## config.mk

```make
export PLATFORM = sky130hd
export DESIGN_NAME = serial_servo_frame_engine_core
export DESIGN_NICKNAME = d
export VERILOG_FILES = /design/src/hw/rtl/sserv_pkg.sv /design/src/hw/rtl/serial_servo_frame_engine_core.sv /design/src/hw/rtl/sserv_front.sv /design/src/hw/rtl/sserv_queue.sv /design/src/hw/rtl/sserv_back.sv
export VERILOG_INCLUDE_DIRS = /design/src /design/src/hw/rtl
export SDC_FILE = /design/constraint.sdc
export NUM_CORES = 1
export LEC_CHECK = 0
export BUFFER_PORTS_ARGS = -buffer_cell sky130_fd_sc_hd__buf_2
export CORE_MARGIN = 2
export CORE_UTILIZATION = 55
export CTS_CLUSTER_DIAMETER = 30
export CTS_CLUSTER_SIZE = 28
export DETAILED_ROUTE_END_ITERATION = 6
export GPL_TIMING_DRIVEN = 0
export HOLD_SLACK_MARGIN = 0.1
export PLACE_DENSITY_LB_ADDON = 0.08
export SYNTH_ARGS = -nofsm -noshare
export SYNTH_HDL_FRONTEND = slang
export SYNTH_SLANG_ARGS = --single-unit
export TNS_END_PERCENT = 30
```

## constraint.sdc

```tcl
create_clock -name clk -period 6.5 [get_ports clk]
set_clock_uncertainty 0.15 [all_clocks]
set_input_delay 1.3 -clock clk [delete_from_list [all_inputs] [get_ports clk]]
set_output_delay 1.3 -clock clk [all_outputs]
set_load 0.01 [all_outputs]
```

## src/hw/rtl/serial_servo_frame_engine_core_assert.svh

```systemverilog
// Assertion helpers for the servo frame engine. Both use clk and rst_n of the
// module that expands them.
`ifndef SERIAL_SERVO_FRAME_ENGINE_CORE_ASSERT_SVH
`define SERIAL_SERVO_FRAME_ENGINE_CORE_ASSERT_SVH

// Condition must never be true outside reset.
`define SSV_ASSERT_NEVER(lbl, cond, msg) \
    lbl: assert property (@(posedge clk) disable iff (!rst_n) !(cond)) \
        else $error(msg);

// Antecedent implies consequent in the same cycle.
`define SSV_ASSERT_IMPLY(lbl, ante, cons, msg) \
    lbl: assert property (@(posedge clk) disable iff (!rst_n) (ante) |-> (cons)) \
        else $error(msg);

`endif

```

## src/hw/rtl/sserv_pkg.sv

```systemverilog
`timescale 1ns / 1ps
`default_nettype none

package sserv_pkg;

    // Request action codes
    typedef enum logic [2:0] {
        ACT_MOVE   = 3'd0,
        ACT_LOAD   = 3'd1,
        ACT_UNLOAD = 3'd2,
        ACT_READ   = 3'd3,
        ACT_RX     = 3'd4,
        ACT_TICK   = 3'd5
    } act_t;

    // Result kinds
    typedef enum logic [1:0] {
        KIND_TX      = 2'd0,
        KIND_POS     = 2'd1,
        KIND_CKERR   = 2'd2,
        KIND_TIMEOUT = 2'd3
    } kind_t;

    // Work handed from front to back
    typedef enum logic [2:0] {
        OP_MOVE,
        OP_LOAD,
        OP_UNLOAD,
        OP_READ,
        OP_POS,
        OP_CKERR,
        OP_TIMEOUT
    } op_t;

    localparam int MOVE_Q_W = 14;

    typedef struct packed {
        op_t                   op;
        logic [7:0]            id;
        logic [MOVE_Q_W-1:0]   move_q;   // servo position, not yet clamped to POS_MAX
        logic [15:0]           raw;
        logic [14:0]           deg;
    } cmd_t;

    typedef struct packed {
        logic full;
        logic empty;
    } q_stat_t;

    // Queue between front and back
    localparam int QDEPTH = 4;
    localparam int QPTR_W = $clog2(QDEPTH);
    localparam int QCNT_W = $clog2(QDEPTH + 1);

    // Frame bytes
    localparam logic [7:0] SYNC_BYTE  = 8'h55;
    localparam logic [7:0] LEN_MOVE   = 8'h07;
    localparam logic [7:0] LEN_LOAD   = 8'h04;
    localparam logic [7:0] LEN_READ   = 8'h03;
    localparam logic [7:0] OPC_MOVE   = 8'h01;
    localparam logic [7:0] OPC_LOAD   = 8'h1F;
    localparam logic [7:0] OPC_READ   = 8'h1C;
    localparam logic [7:0] REPLY_MARK = 8'h1C;
    localparam logic [7:0] REPLY_SUM  = 8'h21;   // reply length plus opcode

    // Degrees to servo units: floor(s*25/6) == (s*MOVE_RECIP) >> 16 for s < 32768
    localparam logic signed [12:0] ANGLE_BIAS = 13'sd120;
    localparam logic [18:0]        MOVE_RECIP = 19'd273067;
    localparam logic [MOVE_Q_W-1:0] POS_MAX   = 14'd1000;

    // Servo units to degrees: floor(6*raw/25) == (raw*DEG_RECIP) >> 23
    localparam logic [20:0] DEG_RECIP    = 21'd2013270;
    localparam logic [22:0] DEG_FRAC_MIN = 23'd335545;   // nonzero remainder
    localparam logic [14:0] DEG_BIAS     = 15'd120;
    localparam logic [15:0] NEG_LIMIT    = 16'd500;      // below: negative degrees

    localparam logic [15:0] TIMEOUT_RESET = 16'd5000;

endpackage

`default_nettype wire

```

## src/hw/rtl/serial_servo_frame_engine_core.sv

```systemverilog
// Channel   | Handshake             | Payload
// ----------+-----------------------+----------------------------------------------
// request   | cmd_valid / cmd_stall | action, servo_id, angle, rx_byte
// result    | res_valid / res_stall | kind, tx_byte, last_byte, raw_position,
//           |                       | position_degrees
// config    | timeout_we            | timeout_data (reply timeout, ticks)
//
// A request is taken every cycle while the four-entry work queue has room;
// received bytes and ticks that give no result do not enter the queue.
// While work is queued and res_stall is low, the back end sends one result per
// cycle; a move frame is 10 results, load and unload 7, a read 6, and a reply,
// checksum error or timeout 1.
// Reset is asynchronous, active low; the timeout register resets to 5000.
// A stalled result holds in the output register while requests keep queueing.
`timescale 1ns / 1ps
`default_nettype none

`include "serial_servo_frame_engine_core_assert.svh"

module serial_servo_frame_engine_core
(
    input  wire logic                 clk,
    input  wire logic                 rst_n,
    input  wire logic                 cmd_valid,
    output logic                      cmd_stall,
    input  wire logic [2:0]           action,
    input  wire logic [7:0]           servo_id,
    input  wire logic signed [11:0]   angle,
    input  wire logic [7:0]           rx_byte,
    input  wire logic                 timeout_we,
    input  wire logic [15:0]          timeout_data,
    output logic                      res_valid,
    input  wire logic                 res_stall,
    output logic [1:0]                kind,
    output logic [7:0]                tx_byte,
    output logic                      last_byte,
    output logic [15:0]               raw_position,
    output logic signed [14:0]        position_degrees
);

    logic               accept;
    logic               q_push;
    logic               q_pop;
    sserv_pkg::cmd_t    q_wdata;
    sserv_pkg::cmd_t    q_head;
    sserv_pkg::q_stat_t q_stat;
    sserv_pkg::kind_t   kind_out;
    logic               is_report;
    logic               report_clean;

    assign cmd_stall = q_stat.full;
    assign accept    = cmd_valid && !cmd_stall;
    assign kind      = kind_out;

    // Front: request decode and reply tracking
    sserv_front u_front
    (
        .clk          (clk),
        .rst_n        (rst_n),
        .accept       (accept),
        .action       (action),
        .servo_id     (servo_id),
        .angle        (angle),
        .rx_byte      (rx_byte),
        .timeout_we   (timeout_we),
        .timeout_data (timeout_data),
        .push         (q_push),
        .push_data    (q_wdata)
    );

    // Work queue
    sserv_queue u_queue
    (
        .clk       (clk),
        .rst_n     (rst_n),
        .push      (q_push),
        .push_data (q_wdata),
        .pop       (q_pop),
        .head      (q_head),
        .stat      (q_stat)
    );

    // Back: frame serializer and result register
    sserv_back u_back
    (
        .clk              (clk),
        .rst_n            (rst_n),
        .head             (q_head),
        .stat             (q_stat),
        .pop              (q_pop),
        .res_valid        (res_valid),
        .res_stall        (res_stall),
        .kind             (kind_out),
        .tx_byte          (tx_byte),
        .last_byte        (last_byte),
        .raw_position     (raw_position),
        .position_degrees (position_degrees)
    );

    // Checks
    assign is_report    = res_valid && (kind_out != sserv_pkg::KIND_TX);
    assign report_clean = !last_byte && (tx_byte == 8'd0);

    `SSV_ASSERT_NEVER(a_no_push_full, q_push && q_stat.full, "push into full queue")
    `SSV_ASSERT_NEVER(a_no_pop_empty, q_pop && q_stat.empty, "pop from empty queue")
    `SSV_ASSERT_IMPLY(a_report_clean, is_report, report_clean, "report carries frame byte")

endmodule

`default_nettype wire

```

## src/hw/rtl/sserv_front.sv

```systemverilog
`timescale 1ns / 1ps
`default_nettype none

module sserv_front
(
    input  wire logic                 clk,
    input  wire logic                 rst_n,
    input  wire logic                 accept,
    input  wire logic [2:0]           action,
    input  wire logic [7:0]           servo_id,
    input  wire logic signed [11:0]   angle,
    input  wire logic [7:0]           rx_byte,
    input  wire logic                 timeout_we,
    input  wire logic [15:0]          timeout_data,
    output logic                      push,
    output sserv_pkg::cmd_t           push_data
);

    typedef enum logic [2:0] {
        PH_IDLE,
        PH_HUNT,
        PH_LOW,
        PH_HIGH,
        PH_CK
    } phase_t;

    phase_t      phase_reg,      phase_next;
    logic [7:0]  pending_id_reg, pending_id_next;
    logic [7:0]  low_reg,        low_next;
    logic [7:0]  high_reg,       high_next;
    logic [15:0] wait_reg,       wait_next;
    logic [36:0] prod_reg,       prod_next;
    logic [15:0] timeout_reg;

    logic signed [12:0] bias_sum;
    logic [11:0]        move_op;
    logic [30:0]        move_prod;
    logic [36:0]        deg_prod;
    logic [15:0]        raw_held;
    logic [13:0]        deg_q;
    logic               deg_fix;
    logic [14:0]        deg_val;
    logic [7:0]         reply_ck;

    // Move target: clamp negatives before the multiply, top clamp in the back
    assign bias_sum  = $signed({angle[11], angle}) + sserv_pkg::ANGLE_BIAS;
    assign move_op   = (bias_sum > 13'sd0) ? bias_sum[11:0] : 12'd0;
    assign move_prod = {19'd0, move_op} * {12'd0, sserv_pkg::MOVE_RECIP};

    // Degrees product taken when the high byte arrives
    assign deg_prod = {21'd0, rx_byte, low_reg} * {16'd0, sserv_pkg::DEG_RECIP};

    // Degrees from the stored product; round up toward zero when negative
    assign raw_held = {high_reg, low_reg};
    assign deg_q    = prod_reg[36:23];
    assign deg_fix  = (raw_held < sserv_pkg::NEG_LIMIT)
                      && (prod_reg[22:0] >= sserv_pkg::DEG_FRAC_MIN);
    assign deg_val  = {1'b0, deg_q} - sserv_pkg::DEG_BIAS + {14'd0, deg_fix};

    assign reply_ck = ~(pending_id_reg + sserv_pkg::REPLY_SUM + low_reg + high_reg);

    // Classify the request and update the reply tracker
    always_comb
    begin
        phase_next      = phase_reg;
        pending_id_next = pending_id_reg;
        low_next        = low_reg;
        high_next       = high_reg;
        wait_next       = wait_reg;
        prod_next       = prod_reg;
        push            = 1'b0;
        push_data       = '0;
        push_data.id    = servo_id;
        push_data.move_q = move_prod[29:16];

        if (accept)
        begin
            case (action)
                sserv_pkg::ACT_MOVE:
                begin
                    push         = 1'b1;
                    push_data.op = sserv_pkg::OP_MOVE;
                end
                sserv_pkg::ACT_LOAD:
                begin
                    push         = 1'b1;
                    push_data.op = sserv_pkg::OP_LOAD;
                end
                sserv_pkg::ACT_UNLOAD:
                begin
                    push         = 1'b1;
                    push_data.op = sserv_pkg::OP_UNLOAD;
                end
                sserv_pkg::ACT_READ:
                begin
                    push            = 1'b1;
                    push_data.op    = sserv_pkg::OP_READ;
                    phase_next      = PH_HUNT;
                    pending_id_next = servo_id;
                    low_next        = 8'd0;
                    high_next       = 8'd0;
                    wait_next       = 16'd0;
                end
                sserv_pkg::ACT_RX:
                begin
                    case (phase_reg)
                        PH_HUNT:
                        begin
                            if (rx_byte == sserv_pkg::REPLY_MARK)
                            begin
                                phase_next = PH_LOW;
                            end
                        end
                        PH_LOW:
                        begin
                            low_next   = rx_byte;
                            phase_next = PH_HIGH;
                        end
                        PH_HIGH:
                        begin
                            high_next  = rx_byte;
                            prod_next  = deg_prod;
                            phase_next = PH_CK;
                        end
                        PH_CK:
                        begin
                            phase_next = PH_IDLE;
                            push       = 1'b1;
                            if (reply_ck == rx_byte)
                            begin
                                push_data.op  = sserv_pkg::OP_POS;
                                push_data.raw = raw_held;
                                push_data.deg = deg_val;
                            end
                            else
                            begin
                                push_data.op = sserv_pkg::OP_CKERR;
                            end
                        end
                        default:
                        begin
                        end
                    endcase
                end
                sserv_pkg::ACT_TICK:
                begin
                    if (phase_reg != PH_IDLE)
                    begin
                        if (wait_reg >= timeout_reg)
                        begin
                            phase_next   = PH_IDLE;
                            push         = 1'b1;
                            push_data.op = sserv_pkg::OP_TIMEOUT;
                        end
                        else
                        begin
                            wait_next = wait_reg + 16'd1;
                        end
                    end
                end
                default:
                begin
                end
            endcase
        end
    end

    // State registers
    always_ff @(posedge clk or negedge rst_n)
    begin
        if (!rst_n)
        begin
            phase_reg      <= PH_IDLE;
            pending_id_reg <= 8'd0;
            low_reg        <= 8'd0;
            high_reg       <= 8'd0;
            wait_reg       <= 16'd0;
            timeout_reg    <= sserv_pkg::TIMEOUT_RESET;
        end
        else
        begin
            phase_reg      <= phase_next;
            pending_id_reg <= pending_id_next;
            low_reg        <= low_next;
            high_reg       <= high_next;
            wait_reg       <= wait_next;
            if (timeout_we)
            begin
                timeout_reg <= timeout_data;
            end
        end
    end

    // Product register holds data only
    always_ff @(posedge clk)
    begin
        prod_reg <= prod_next;
    end

endmodule

`default_nettype wire

```

## src/hw/rtl/sserv_queue.sv

```systemverilog
`timescale 1ns / 1ps
`default_nettype none

module sserv_queue
(
    input  wire logic                 clk,
    input  wire logic                 rst_n,
    input  wire logic                 push,
    input  wire sserv_pkg::cmd_t      push_data,
    input  wire logic                 pop,
    output sserv_pkg::cmd_t           head,
    output sserv_pkg::q_stat_t        stat
);

    sserv_pkg::cmd_t entry_reg [sserv_pkg::QDEPTH];

    logic [sserv_pkg::QPTR_W-1:0] wr_ptr_reg, wr_ptr_next;
    logic [sserv_pkg::QPTR_W-1:0] rd_ptr_reg, rd_ptr_next;
    logic [sserv_pkg::QCNT_W-1:0] count_reg,  count_next;

    assign head       = entry_reg[rd_ptr_reg];
    assign stat.full  = (count_reg == sserv_pkg::QCNT_W'(sserv_pkg::QDEPTH));
    assign stat.empty = (count_reg == '0);

    // Pointer and fill bookkeeping
    always_comb
    begin
        wr_ptr_next = push ? wr_ptr_reg + 1'b1 : wr_ptr_reg;
        rd_ptr_next = pop  ? rd_ptr_reg + 1'b1 : rd_ptr_reg;
        count_next  = count_reg;
        if (push && !pop)
        begin
            count_next = count_reg + 1'b1;
        end
        else if (pop && !push)
        begin
            count_next = count_reg - 1'b1;
        end
    end

    always_ff @(posedge clk or negedge rst_n)
    begin
        if (!rst_n)
        begin
            wr_ptr_reg <= '0;
            rd_ptr_reg <= '0;
            count_reg  <= '0;
        end
        else
        begin
            wr_ptr_reg <= wr_ptr_next;
            rd_ptr_reg <= rd_ptr_next;
            count_reg  <= count_next;
        end
    end

    // Entry storage
    always_ff @(posedge clk)
    begin
        if (push)
        begin
            entry_reg[wr_ptr_reg] <= push_data;
        end
    end

endmodule

`default_nettype wire

```

## src/hw/rtl/sserv_back.sv

```systemverilog
`timescale 1ns / 1ps
`default_nettype none

module sserv_back
(
    input  wire logic                 clk,
    input  wire logic                 rst_n,
    input  wire sserv_pkg::cmd_t      head,
    input  wire sserv_pkg::q_stat_t   stat,
    output logic                      pop,
    output logic                      res_valid,
    input  wire logic                 res_stall,
    output sserv_pkg::kind_t          kind,
    output logic [7:0]                tx_byte,
    output logic                      last_byte,
    output logic [15:0]               raw_position,
    output logic signed [14:0]        position_degrees
);

    sserv_pkg::cmd_t  cur_reg;
    logic             cur_valid_reg;
    logic [3:0]       idx_reg;

    logic             res_valid_reg;
    sserv_pkg::kind_t kind_reg;
    logic [7:0]       tx_reg;
    logic             last_reg;
    logic [15:0]      raw_reg;
    logic [14:0]      deg_reg;

    logic             adv;
    logic             at_last;
    logic [3:0]       last_idx;
    logic [9:0]       pos;
    logic [7:0]       pos_lo;
    logic [7:0]       pos_hi;
    logic [7:0]       ck;
    sserv_pkg::kind_t kind_cur;
    logic [7:0]       byte_cur;

    // Clamp the servo position and split it
    assign pos    = (cur_reg.move_q > sserv_pkg::POS_MAX) ? sserv_pkg::POS_MAX[9:0]
                                                          : cur_reg.move_q[9:0];
    assign pos_lo = pos[7:0];
    assign pos_hi = {6'd0, pos[9:8]};

    // Frame length and checksum per work type
    always_comb
    begin
        case (cur_reg.op)
            sserv_pkg::OP_MOVE:
            begin
                last_idx = 4'd9;
                ck = ~(cur_reg.id + sserv_pkg::LEN_MOVE + sserv_pkg::OPC_MOVE
                       + pos_lo + pos_hi);
            end
            sserv_pkg::OP_LOAD:
            begin
                last_idx = 4'd6;
                ck = ~(cur_reg.id + sserv_pkg::LEN_LOAD + sserv_pkg::OPC_LOAD + 8'd1);
            end
            sserv_pkg::OP_UNLOAD:
            begin
                last_idx = 4'd6;
                ck = ~(cur_reg.id + sserv_pkg::LEN_LOAD + sserv_pkg::OPC_LOAD);
            end
            sserv_pkg::OP_READ:
            begin
                last_idx = 4'd5;
                ck = ~(cur_reg.id + sserv_pkg::LEN_READ + sserv_pkg::OPC_READ);
            end
            default:
            begin
                last_idx = 4'd0;
                ck       = 8'd0;
            end
        endcase
    end

    // Byte at the current frame position
    always_comb
    begin
        kind_cur = sserv_pkg::KIND_TX;
        byte_cur = 8'd0;
        case (cur_reg.op)
            sserv_pkg::OP_MOVE:
            begin
                case (idx_reg)
                    4'd0, 4'd1: byte_cur = sserv_pkg::SYNC_BYTE;
                    4'd2:       byte_cur = cur_reg.id;
                    4'd3:       byte_cur = sserv_pkg::LEN_MOVE;
                    4'd4:       byte_cur = sserv_pkg::OPC_MOVE;
                    4'd5:       byte_cur = pos_lo;
                    4'd6:       byte_cur = pos_hi;
                    4'd9:       byte_cur = ck;
                    default:    byte_cur = 8'd0;
                endcase
            end
            sserv_pkg::OP_LOAD, sserv_pkg::OP_UNLOAD:
            begin
                case (idx_reg)
                    4'd0, 4'd1: byte_cur = sserv_pkg::SYNC_BYTE;
                    4'd2:       byte_cur = cur_reg.id;
                    4'd3:       byte_cur = sserv_pkg::LEN_LOAD;
                    4'd4:       byte_cur = sserv_pkg::OPC_LOAD;
                    4'd5:       byte_cur = (cur_reg.op == sserv_pkg::OP_LOAD) ? 8'd1 : 8'd0;
                    4'd6:       byte_cur = ck;
                    default:    byte_cur = 8'd0;
                endcase
            end
            sserv_pkg::OP_READ:
            begin
                case (idx_reg)
                    4'd0, 4'd1: byte_cur = sserv_pkg::SYNC_BYTE;
                    4'd2:       byte_cur = cur_reg.id;
                    4'd3:       byte_cur = sserv_pkg::LEN_READ;
                    4'd4:       byte_cur = sserv_pkg::OPC_READ;
                    4'd5:       byte_cur = ck;
                    default:    byte_cur = 8'd0;
                endcase
            end
            sserv_pkg::OP_POS:     kind_cur = sserv_pkg::KIND_POS;
            sserv_pkg::OP_CKERR:   kind_cur = sserv_pkg::KIND_CKERR;
            sserv_pkg::OP_TIMEOUT: kind_cur = sserv_pkg::KIND_TIMEOUT;
            default:               kind_cur = sserv_pkg::KIND_TX;
        endcase
    end

    // Advance when the output register is free or being drained
    assign adv     = cur_valid_reg && (!res_valid_reg || !res_stall);
    assign at_last = (idx_reg == last_idx);
    assign pop     = !stat.empty && (!cur_valid_reg || (adv && at_last));

    // Work register and byte counter
    always_ff @(posedge clk or negedge rst_n)
    begin
        if (!rst_n)
        begin
            cur_valid_reg <= 1'b0;
            idx_reg       <= 4'd0;
            res_valid_reg <= 1'b0;
        end
        else
        begin
            if (pop)
            begin
                cur_valid_reg <= 1'b1;
                idx_reg       <= 4'd0;
            end
            else if (adv && at_last)
            begin
                cur_valid_reg <= 1'b0;
            end
            else if (adv)
            begin
                idx_reg <= idx_reg + 4'd1;
            end

            if (adv)
            begin
                res_valid_reg <= 1'b1;
            end
            else if (!res_stall)
            begin
                res_valid_reg <= 1'b0;
            end
        end
    end

    // Payload registers
    always_ff @(posedge clk)
    begin
        if (pop)
        begin
            cur_reg <= head;
        end
        if (adv)
        begin
            kind_reg <= kind_cur;
            tx_reg   <= byte_cur;
            last_reg <= (kind_cur == sserv_pkg::KIND_TX) && at_last;
            raw_reg  <= cur_reg.raw;
            deg_reg  <= cur_reg.deg;
        end
    end

    assign res_valid        = res_valid_reg;
    assign kind             = kind_reg;
    assign tx_byte          = tx_reg;
    assign last_byte        = last_reg;
    assign raw_position     = raw_reg;
    assign position_degrees = $signed(deg_reg);

endmodule

`default_nettype wire
```

Word-level counts from Yosys, hierarchy flattened --
Memory sizes are Yosys's and may differ from the RTL's. A register that Yosys moved wholly into a read port is not among the register bits. Index checks and enable logic that the tools add are counted.
Word-level totals: register bits 150, bits in writable memories 224, input port bits 52, output and inout port bits 44, memories kept 1
Operators by class: add/subtract/negate cells 21, multiply operators 2, magnitude comparators 5, equality and inequality tests 35, multiplexer cells 48, bitwise operators 5, reduce and logical (&&, ||, !) cells 39
Memory list:
- u_queue.entry_reg | words 4, width 56, read ports 1, clocked after Yosys merged registers in 1, wr ports 1, RTL line sserv_queue.sv:15 | sserv_pkg::cmd_t entry_reg [sserv_pkg::QDEPTH];
Operator list (count):
- $mux 31 | 4
- $pmux 8 s7 | 1
- $pmux 8 s6 | 1
- $not 8->8 | 5
- $pmux 8 s5 | 1
- $mul 16x20->36 const B | 1
- $mux 16 | 2
- $pmux 16 s2 | 1
- $pmux 8 s2 | 2
- $pmux 8 s4 | 1
- $mul 12x19->30 const B | 1
- $mux 3 | 9
- $add 8x8->8 | 3
- $pmux 8 s3 | 1
- $ge 23x19->1 const B | 1
- $eq 3x3->1 const B | 7
- $eq 3x2->1 const B | 6
- $add 16x1->16 const B | 1
- $add 8x1->8 const B | 2
- $add 8x3->8 const B | 2
- $add 8x5->8 const B | 2
- $ge 16x16->1 | 1
- $lt 16x9->1 const B | 1
- $mux 8 | 2
- 48 further kinds | 97

Longest topological paths before layout --
Gate-level depths: netlist of run 1.
depth in word-level cells 10, gate-level depth with buffers 27, mapped depth without buffers 27

Modules after synthesis --
Synthesis of run 1 repeated with hierarchy kept, for this count alone.
Second synthesis, totals: cells, all modules 2236, area total of the unflattened synthesis 28065.7 µm²
By module, submodules not included:
- sserv_front | instances 1, cells each 1499, area each 14431.3 µm², sequential area each 2563.7 µm²
- sserv_queue | instances 1, cells each 327, area each 8499.4 µm², sequential area each 6901.6 µm²
- sserv_back | instances 1, cells each 409, area each 5121.2 µm², sequential area each 3093.0 µm²
- serial_servo_frame_engine_core | instances 1, cells each 1, area each 13.8 µm², sequential area each 0.0 µm²

Least setup slack after synthesis of run 1 --
No wires, ideal clock.
path type input to register, start point input angle[5], end point memory u_queue.entry_reg[0][44] (netlist name) (data pin), library setup time 0.282 ns, data arrival time 7.263 ns, slack -1.194 ns, stages 26, buffers on the path 1, path through buf_6 > or4_1 > nand2_1 > mux2_2 > o32ai_1 > nand4_1 > nand2_1 > a21oi_1 > ha_1 > inv_1 > fa_1 > fa_1 > inv_1 > fa_1 > inv_1 > fa_1 > inv_1 > ha_1 > a21o_1 > a21oi_1 > a21oi_1 > o21ba_2 > o221ai_2 > or3_1 > a31oi_1 > xnor2_1
RTL lines:
- start: declaration | RTL line serial_servo_frame_engine_core.sv:28 | input wire logic signed [11:0] angle,
- end: declaration | RTL line sserv_queue.sv:15

==> impl_metrics.json, run 1 <==
{
  "drt_pass1_iterations": 4,
  "timing.final.crit_share": 1.06,
  "timing.fmax_mhz": 145,
  "maxSlewHeadroom": 0.255,
  "layoutNonFillerInstCount": 3157,
  "num_vias": 17600,
  "clk_latency_ns": 0.62,
  "synth_area_per_cell_um2": 12.6,
  "hold_buffers": 0,
  "criticalPathCategory": "input pin to flop",
  "die_h_um": 229,
  "drt-total-wl_um": 64100,
  "met2_usage": 0.413,
  "grt_pass1_vias": 18500,
  "gr-total-overflow": 0,
  "ir_worst_vdd_uv": 324,
  "io_buffers": 93,
  "mostFrequentLayoutCells": "358 x edfxtp_1, 316 x inv_1, 272 x ha_1",
  "die_x_um": 229,
  "met1_usage": 0.357,
  "rsz0062_at_grt": "yes",
  "cp_top_family": "adder cells",
  "worstSetupEndpointType": "flop",
  "period_needed_ns": 6.92,
  "dp.cells": 2972,
  "cts_root_buffer": "clkbuf_16",
  "finalNetCount": 2929,
  "path_max_fanout": 6,
  "yosysWarnings": 0,
  "hold_class": "flop to flop",
  "largest_reg_flops": 224,
  "maxCapViolCount": 0,
  "rows": 82,
  "dr.first_iter.drc_count": 960,
  "cp.buffers_inverters": 6,
  "hold_violations": 0,
  "pwr_density_cell_nw_per_um2": 461,
  "yosys_most_used_dff": "edfxtp_1",
  "synthArstFlopShare": 0.167,
  "use_met3": 0.0356,
  "crit_path_start_kind": "input pin",
  "status": "complete, but fails checks",
  "slowest_stage": "fa_2",
  "vias_per_cell": 5.58,
  "drc_errors": 0,
  "grt_usage": 0.252,
  "ios": 96,
  "crit_arrival_ns": 7.11,
  "finalMaxSlewViolations": 0,
  "utilization": 0.662,
  "setup_viol": 49,
  "synth-edff-count": 358,
  "violations": "negative setup slack",
  "finalWorstSetupSlack_ns": -0.420,
  "worstRegToRegCells": 19,
  "core_um2": 50100,
  "synth_cells": 2201,
  "holdPathStages": 0,
  "p_leak_nw": 14.2,
  "final_common_cell": "edfxtp_1",
  "grt_busiest_layer": "met2",
  "place_congestion": 0.904,
  "wl_per_cell_um": 20.3,
  "grt_max_degree": 64,
  "synth_area_um2": 27800,
  "tightestPinTransition_ns": 1.10,
  "area_delta_synth_final_pct": 19.2,
  "cts_max_level": 3,
  "clk_pin_slew_worst_paths_ns": 0.05,
  "fillers": 3750,
  "cpPeakStageDelay_ns": 0.59,
  "cts_tree": "yes",
  "ys_types": 86,
  "synth.ff_latch_count": 430,
  "cts_max_path_buffers": 3,
  "start_util": 0.556,
  "antenna_found_initial": 2,
  "clock_sinks": 430,
  "syn_nets": 2717,
  "tns_ns": -15.01,
  "drive_gt1_frac": 0.191,
  "ys_seq_area_frac": 0.451,
  "ant_nets": 0,
  "cp_num_cells": 25,
  "cts_buffers": 83,
  "crit_required_ns": 6.69,
  "grt_pass1_wl_um": 103000,
  "dp_hpwl_um": 47100,
  "dieArea_um2": 52400
}
## logic make-up (layout without fill, tap and decap cells)
group | count (synthesis) | in the layout | synth area share
flops | 430 | 430 | 0.451
compound gates | 330 | 330 | 0.0807
simple gates | 416 | 416 | 0.0759
mux | 63 | 63 | 0.0485
other cells | 0 | 2 | 0
fa+ha+maj | 465 | 465 | 0.255
xor+xnor | 114 | 114 | 0.0359
buf+inv | 383 | 665 | 0.0524
## per-stage QoR
step / hold WS (ns) / power [mW] / setup slack, ns / area, um^2
2_1_floorplan: 0.250 / 8.77 / -0.667 / 28000
3_3_place_gp: 0.251 / 10.4 / -1.36 / 29300
3_5_place_dp: 0.255 / 10.6 / -1.46 / 29500
4_1_cts: 0.243 / 15.3 / -0.394 / 33000
5_1_grt: 0.269 / 16.3 / -0.566 / 33200
6_report: 0.250 / 15.3 / -0.420 / 33200
## cells in the mapped netlist, types with 13 or more instances
cell type  instances  area, um^2
nor4_1            24         150
nand3_1           31         155
or3_1             16         100
a21oi_1           89         445
mux4_2            57        1280
nand4_1           19         119
clkbuf_1          42         158
inv_1            326        1220
and3_1            13        81.3
nor2_1            90         338
o21ai_0           77         385
ha_1             293        3670
xnor2_1           81         709
o31ai_1           13        97.6
dfrtp_1           67        1680
a21o_1            32         240
nand2b_1          16         100
xor2_1            33         289
a211oi_1          14         105
edfxtp_1         358       10800
nor3_1            23         115
nand2_1          110         413
and2_1            31         194
fa_1             171        3420
## layout make-up
class / count / area (um^2) / area share
Clock buffer: 88 / 2120 / 0.0638
Sequential cell: 430 / 12600 / 0.379
Multi-Input combinational cell: 1388 / 14400 / 0.435
Antenna cell: 2 / 5.00 / 0.000151
Inverter: 326 / 1230 / 0.0370
Clock inverter: 67 / 837 / 0.0252
Timing Repair Buffer: 127 / 887 / 0.0267
Tap cell: 672 / 841 / 0.0253
Buffer: 57 / 246 / 0.00743
## repair_timing
action                     in CTS  in global routing
buffers inserted               22                  6
resized for setup              69                 39
setup endpoints to repair      65                 65
pin swaps                      36                 25
## path summary, 6_finish.rpt
| kind | startpoint | to | slack (ns) |
|---|---|---|---|
| max | angle[5] | u_queue.entry_reg[1][34] | -0.42 |
| min | u_back.cur_reg[29] | u_back.raw_position[14] | 0.25 |
| max reg2reg | u_front.low_reg[4] | u_front.prod_reg[36] | 0.18 |
| min reg2reg | u_back.cur_reg[29] | u_back.raw_position[14] | 0.25 |
| max in group asynchronous | rst_n | u_front.low_reg[2] | 5.15 |
| min in group asynchronous | rst_n | u_front.timeout_reg[5] | 0.43 |
## report_power, final
part	switching [mW]	total (mW)	internal (mW)
sequential	0.245	4.01	3.77
clock	1.50	4.35	2.85
combinational	3.98	6.93	2.95
## per-layer routing
layer / wire length [um] / vias to the layer above
li1: - / 8281
met1: 29400 / 8841
met2: 30700 / 425
met3: 2950 / 73
met4: 1030 / 0
met5: 0 / -
Note: power is estimated with default switching activity, not from simulation.
==> run 2, diff against run 1 <==
Settings changed: CELL_PAD_IN_SITES_DETAIL_PLACEMENT from default to 0, CELL_PAD_IN_SITES_GLOBAL_PLACEMENT from default to 1, CORE_UTILIZATION 55 to 53.
==> impl_metrics.json, run 2 (synthesized netlist as in run 1, its figures left out) <==
{
  "status": "complete, but fails checks",
  "violations": "negative setup slack",
  "place_area_um2": 29400,
  "drive_gt1_frac": 0.185,
  "grt_max_degree": 64,
  "pre_cts_ws_ns": -1.51,
  "antenna_found_initial": 0,
  "ant_nets": 0,
  "p_leak_nw": 14.1,
  "core_um2": 51600,
  "ir_worst_vdd_uv": 358,
  "tightestPinTransition_ns": 0.992,
  "cts_root_buffer": "clkbuf_16",
  "tns_ns": -16.80,
  "cpPeakStageDelay_ns": 0.55,
  "cp.buffers_inverters": 7,
  "path_max_fanout": 6,
  "io_buffers": 93,
  "rows": 83,
  "period_needed_ns": 6.95,
  "grt_usage": 0.242,
  "clock_sinks": 430,
  "grt_pass1_wl_um": 100000,
  "fin_total_pwr_mw": 15.0,
  "final_cell_area_um2": 33000,
  "grt_pass1_vias": 18400,
  "finalNetCount": 2926,
  "drt-total-wl_um": 62500,
  "maxSlewHeadroom": 0.339,
  "timing.final.crit_share": 1.07,
  "drc_errors": 0,
  "crit_path_start_kind": "input pin",
  "die_x_um": 233,
  "cp_top_family": "adder cells",
  "criticalPathCategory": "input pin to flop",
  "gr-total-overflow": 0,
  "pwr_density_cell_nw_per_um2": 455,
  "dr.first_iter.drc_count": 925,
  "cts_max_level": 3,
  "final_common_cell": "edfxtp_1",
  "mostFrequentLayoutCells": "358 x edfxtp_1, 319 x inv_1, 275 x ha_1",
  "hold_class": "flop to flop",
  "crit_arrival_ns": 7.22,
  "clk_latency_ns": 0.63,
  "maxCapViolCount": 0,
  "dp_hpwl_um": 46400,
  "num_vias": 17500,
  "cts_buffers": 84,
  "finalWorstSetupSlack_ns": -0.446,
  "rsz0062_at_grt": "yes",
  "slowest_stage": "or4_4",
  "worstSetupEndpointType": "flop",
  "place_congestion": 0.934,
  "hold_buffers": 0,
  "cts_max_path_buffers": 3,
  "largest_reg_flops": 224,
  "cts_tree": "yes",
  "dieArea_um2": 54300,
  "start_util": 0.539,
  "vias_per_cell": 5.55,
  "drt_pass1_iterations": 5,
  "ios": 96,
  "area_delta_synth_final_pct": 18.5,
  "finalMaxSlewViolations": 0,
  "setup_viol": 48,
  "timing.fmax_mhz": 144,
  "die_h_um": 233,
  "clk_pin_slew_worst_paths_ns": 0.05,
  "crit_required_ns": 6.78,
  "hold_violations": 0,
  "hold_slack_ns": 0.249,
  "wl_per_cell_um": 19.8,
  "critPathMostFrequentCell": "fa_1"
}
==> run 2: cell types whose count changed in the layout (fill, tap and decap cells not counted), moves of 4 or more <==
cell	change
inv_8	+4
clkbuf_1	+4
clkbuf_8	+5
clkinvlp_4	-7
bufinv_16	-4
==> run 2: layout make-up <==
class                           instances  area [um^2]
Clock inverter                         59          664
Buffer                                 57          245
Tap cell                              680          851
Clock buffer                           97         2220
Inverter                              326         1230
Timing Repair Buffer                  123          779
Multi-Input combinational cell       1388        14400
Antenna cell                            1         2.50
Sequential cell                       430        12600
Fill cell                            3998        18700
==> run 2: report_power, final <==
group	leakage [nW]	internal, mW	switching [mW]	total, mW
Clock	1.41	2.78	1.55	4.32
Combinational	8.50	2.86	3.79	6.65
Sequential	4.23	3.77	0.250	4.02
Total	14.1	9.40	5.59	15.0
==> run 2: layer usage <==
metal	part of all wire	vias up	GRT usage
li1	-	8270	-
met1	0.46	8827	0.340
met2	0.46	350	0.384
met3	0.052	86	0.0439
met4	0.022	0	0.0734
met5	0	-	0
==> run 2: worst reg2reg max path, delay by kind of cell, from the launching register on <==
kind / cells / cell delay, ns
xor+xnor: 1 / 0.13
simple gates: 2 / 0.46
buf+inv: 4 / 0.27
fa+ha+maj: 7 / 3.47
flops: 1 / 0.52
compound gates: 5 / 1.04
==> run 2: path summary, 6_finish.rpt <==
path | from | endpoint | slack (ns) | cells past startpoint
max in group asynchronous | rst_n | u_front.low_reg[4] | 5.12 | 2
min reg2reg | u_back.cur_reg[17] | u_back.raw_position[2] | 0.25 | 0
min | u_back.cur_reg[17] | u_back.raw_position[2] | 0.25 | 0
max reg2reg | u_front.low_reg[4] | u_front.prod_reg[36] | 0.25 | 19
max | angle[5] | u_queue.entry_reg[0][35] | -0.45 | 27
min in group asynchronous | rst_n | u_back.cur_valid_reg | 0.42 | 1
==> run 2: per-stage QoR <==
| stage | util | std cells |
|---|---|---|
| 2_1_floorplan | - | 2201 |
| 3_3_place_gp | 0.569 | 2974 |
| 3_5_place_dp | 0.570 | 2976 |
| 4_1_cts | 0.635 | 3149 |
| 5_1_grt | 0.638 | 3160 |
| 6_report | 0.638 | 3161 |
==> run 2: what timing repair did <==
action	CTS	global route
hold endpoints to repair	0	0
setup endpoints to repair	70	67
pin swaps	34	15
buffers inserted	17	11
resized for setup	58	30
==> run 3, diff against run 2 <==
Settings changed: CTS_BUF_LIST from default to sky130_fd_sc_hd__clkbuf_16.
==> impl_metrics.json, run 3 (synthesized netlist as in run 1, its figures left out) <==
{
  "cts_max_path_buffers": 3,
  "ant_nets": 0,
  "worstSetupEndpointType": "flop",
  "grt_max_degree": 64,
  "crit_required_ns": 6.70,
  "pwr_density_cell_nw_per_um2": 453,
  "finalWorstSetupSlack_ns": -0.448,
  "ios": 96,
  "tightestPinTransition_ns": 0.974,
  "cts_root_buffer": "clkbuf_16",
  "drt_pass1_iterations": 5,
  "diodes": 0,
  "setup_viol": 48,
  "vias_per_cell": 5.55,
  "seqPwrFrac": 0.270,
  "cts_tree": "yes",
  "holdCritStartpoint": "u_back.cur_reg[17]",
  "finalNetCount": 2926,
  "grt_usage": 0.242,
  "hold_class": "flop to flop",
  "finalMaxSlewViolations": 0,
  "comb_power_share": 0.447,
  "hold_buffers": 0,
  "maxSlewHeadroom": 0.351,
  "period_needed_ns": 6.95,
  "crit_start": "angle[5]",
  "dieArea_um2": 54300,
  "num_vias": 17500,
  "io_buffers": 93,
  "timing.fmax_mhz": 144,
  "dp_hpwl_um": 46400,
  "cts_buffers": 84,
  "place_area_um2": 29400,
  "start_util": 0.539,
  "criticalPathCategory": "input pin to flop",
  "clock_sinks": 430,
  "regToRegStartpoint": "u_front.low_reg[4]",
  "final_common_cell": "edfxtp_1",
  "fillers": 4010,
  "mostFrequentLayoutCells": "358 x edfxtp_1, 325 x inv_1, 275 x ha_1",
  "maxCapViolCount": 0,
  "core_um2": 51600,
  "die_x_um": 233,
  "final_cell_area_um2": 32900,
  "wl_per_cell_um": 19.8,
  "status": "complete, but fails checks",
  "drt-total-wl_um": 62500,
  "ir_worst_vdd_uv": 359,
  "drc_errors": 0,
  "violations": "negative setup slack",
  "antenna_found_initial": 0,
  "place_congestion": 0.934,
  "worstRegToRegCells": 19,
  "clk_pin_slew_worst_paths_ns": 0.05,
  "switchingPower_mw": 5.58,
  "clk_latency_ns": 0.63,
  "timing.final.crit_share": 1.07,
  "path_max_fanout": 6,
  "power_frac_clock": 0.283,
  "area_delta_synth_final_pct": 18.2,
  "hold_violations": 0,
  "rsz0062_at_grt": "yes",
  "holdPathStages": 0,
  "p_leak_nw": 14.1,
  "hold_slack_ns": 0.250,
  "drive_gt1_frac": 0.183,
  "internal_power_mw": 9.31,
  "cts_max_level": 3,
  "crit_arrival_ns": 7.14,
  "p_sw_frac": 0.375,
  "largest_reg_flops": 224,
  "grt_pass1_wl_um": 100000,
  "crit_path_start_kind": "input pin",
  "die_h_um": 233,
  "rows": 83,
  "gr-total-overflow": 0,
  "grt_pass1_vias": 18400,
  "dr.first_iter.drc_count": 922
}
-- run 3: cell count changes in the layout (fill, tap and decap cells not counted) --
cell and change:
clkbuf_8 -7, clkbuf_1 -6, diode_2 -1, inv_1 +6, clkinv_1 +7
-- run 3: through the flow --
| step | cells | setup TNS [ns] | utilization | setup slack [ns] | total power, mW |
|---|---|---|---|---|---|
| final | 3160 | -16.91 | 0.637 | -0.448 | 14.9 |
| after floorplan | 2201 | -23.72 | - | -0.667 | 8.77 |
| after detailed placement | 2976 | -82.92 | 0.570 | -1.51 | 10.4 |
| after global placement | 2974 | -76.70 | 0.569 | -1.38 | 10.3 |
| after global routing | 3160 | -25.55 | 0.637 | -0.594 | 16.0 |
| after CTS | 3149 | -13.72 | 0.634 | -0.395 | 14.9 |
-- run 3: worst paths after layout --
kind / end / slack (ns)
worst max-delay path: u_queue.entry_reg[2][44] / -0.45
worst min-delay path: u_back.raw_position[2] / 0.25
worst max register to register: u_front.prod_reg[36] / 0.25
worst min register to register: u_back.raw_position[2] / 0.25
max in group asynchronous: u_front.low_reg[4] / 5.12
min in group asynchronous: u_back.cur_valid_reg / 0.43
-- run 3: cell type report --
type,instances,area (um^2),share of cell area
tap,680,851,0.0259
multi-input combinational,1388,14400,0.438
timing repair buffer,123,779,0.0237
clock inverter,72,713,0.0217
sequential,430,12600,0.382
clock buffer,84,2100,0.0639
inverter,326,1230,0.0373
buffer,57,245,0.00746
-- run 3: repair_timing --
item                                    4_1_cts  5_1_grt
pin swaps                                    34       15
hold endpoints to repair                      0        0
setup buffers                                17       11
endpoints found under the setup margin       70       67
gates resized for setup                      58       30
-- run 3: critical path, cell delays in order --
cell      delay [ns]
buf_12          0.10
or4_4           0.55
nand2_4         0.10
mux2_4          0.31
o32ai_2         0.09
nand4_1         0.21
nand2_4         0.20
a21oi_4         0.07
ha_4            0.30
inv_4           0.04
fa_2            0.42
buf_6           0.14
fa_1            0.49
inv_2           0.04
fa_1            0.49
inv_1           0.05
fa_1            0.49
inv_2           0.05
ha_4            0.22
a21o_1          0.16
a21oi_2         0.17
a21oi_2         0.07
o21ba_4         0.28
o221ai_4        0.11
or3_4           0.36
a31oi_4         0.19
xnor2_2         0.11
-- run 3: per-layer routing --
| layer | global-route usage | routed length (um) |
|---|---|---|
| met1 | 0.340 | 29100 |
| met2 | 0.384 | 29100 |
| met3 | 0.0439 | 3020 |
| met4 | 0.0734 | 1360 |
| met5 | 0 | 0 |
-- run 3: power groups by stage --
stage,registers [mW],clock network (mW),logic (mW)
2_1_floorplan,3.99,0,4.78
3_3_place_gp,4.07,0,6.22
3_5_place_dp,4.07,0,6.30
4_1_cts,4.02,4.28,6.59
5_1_grt,4.06,4.42,7.51
6_report,4.02,4.22,6.65
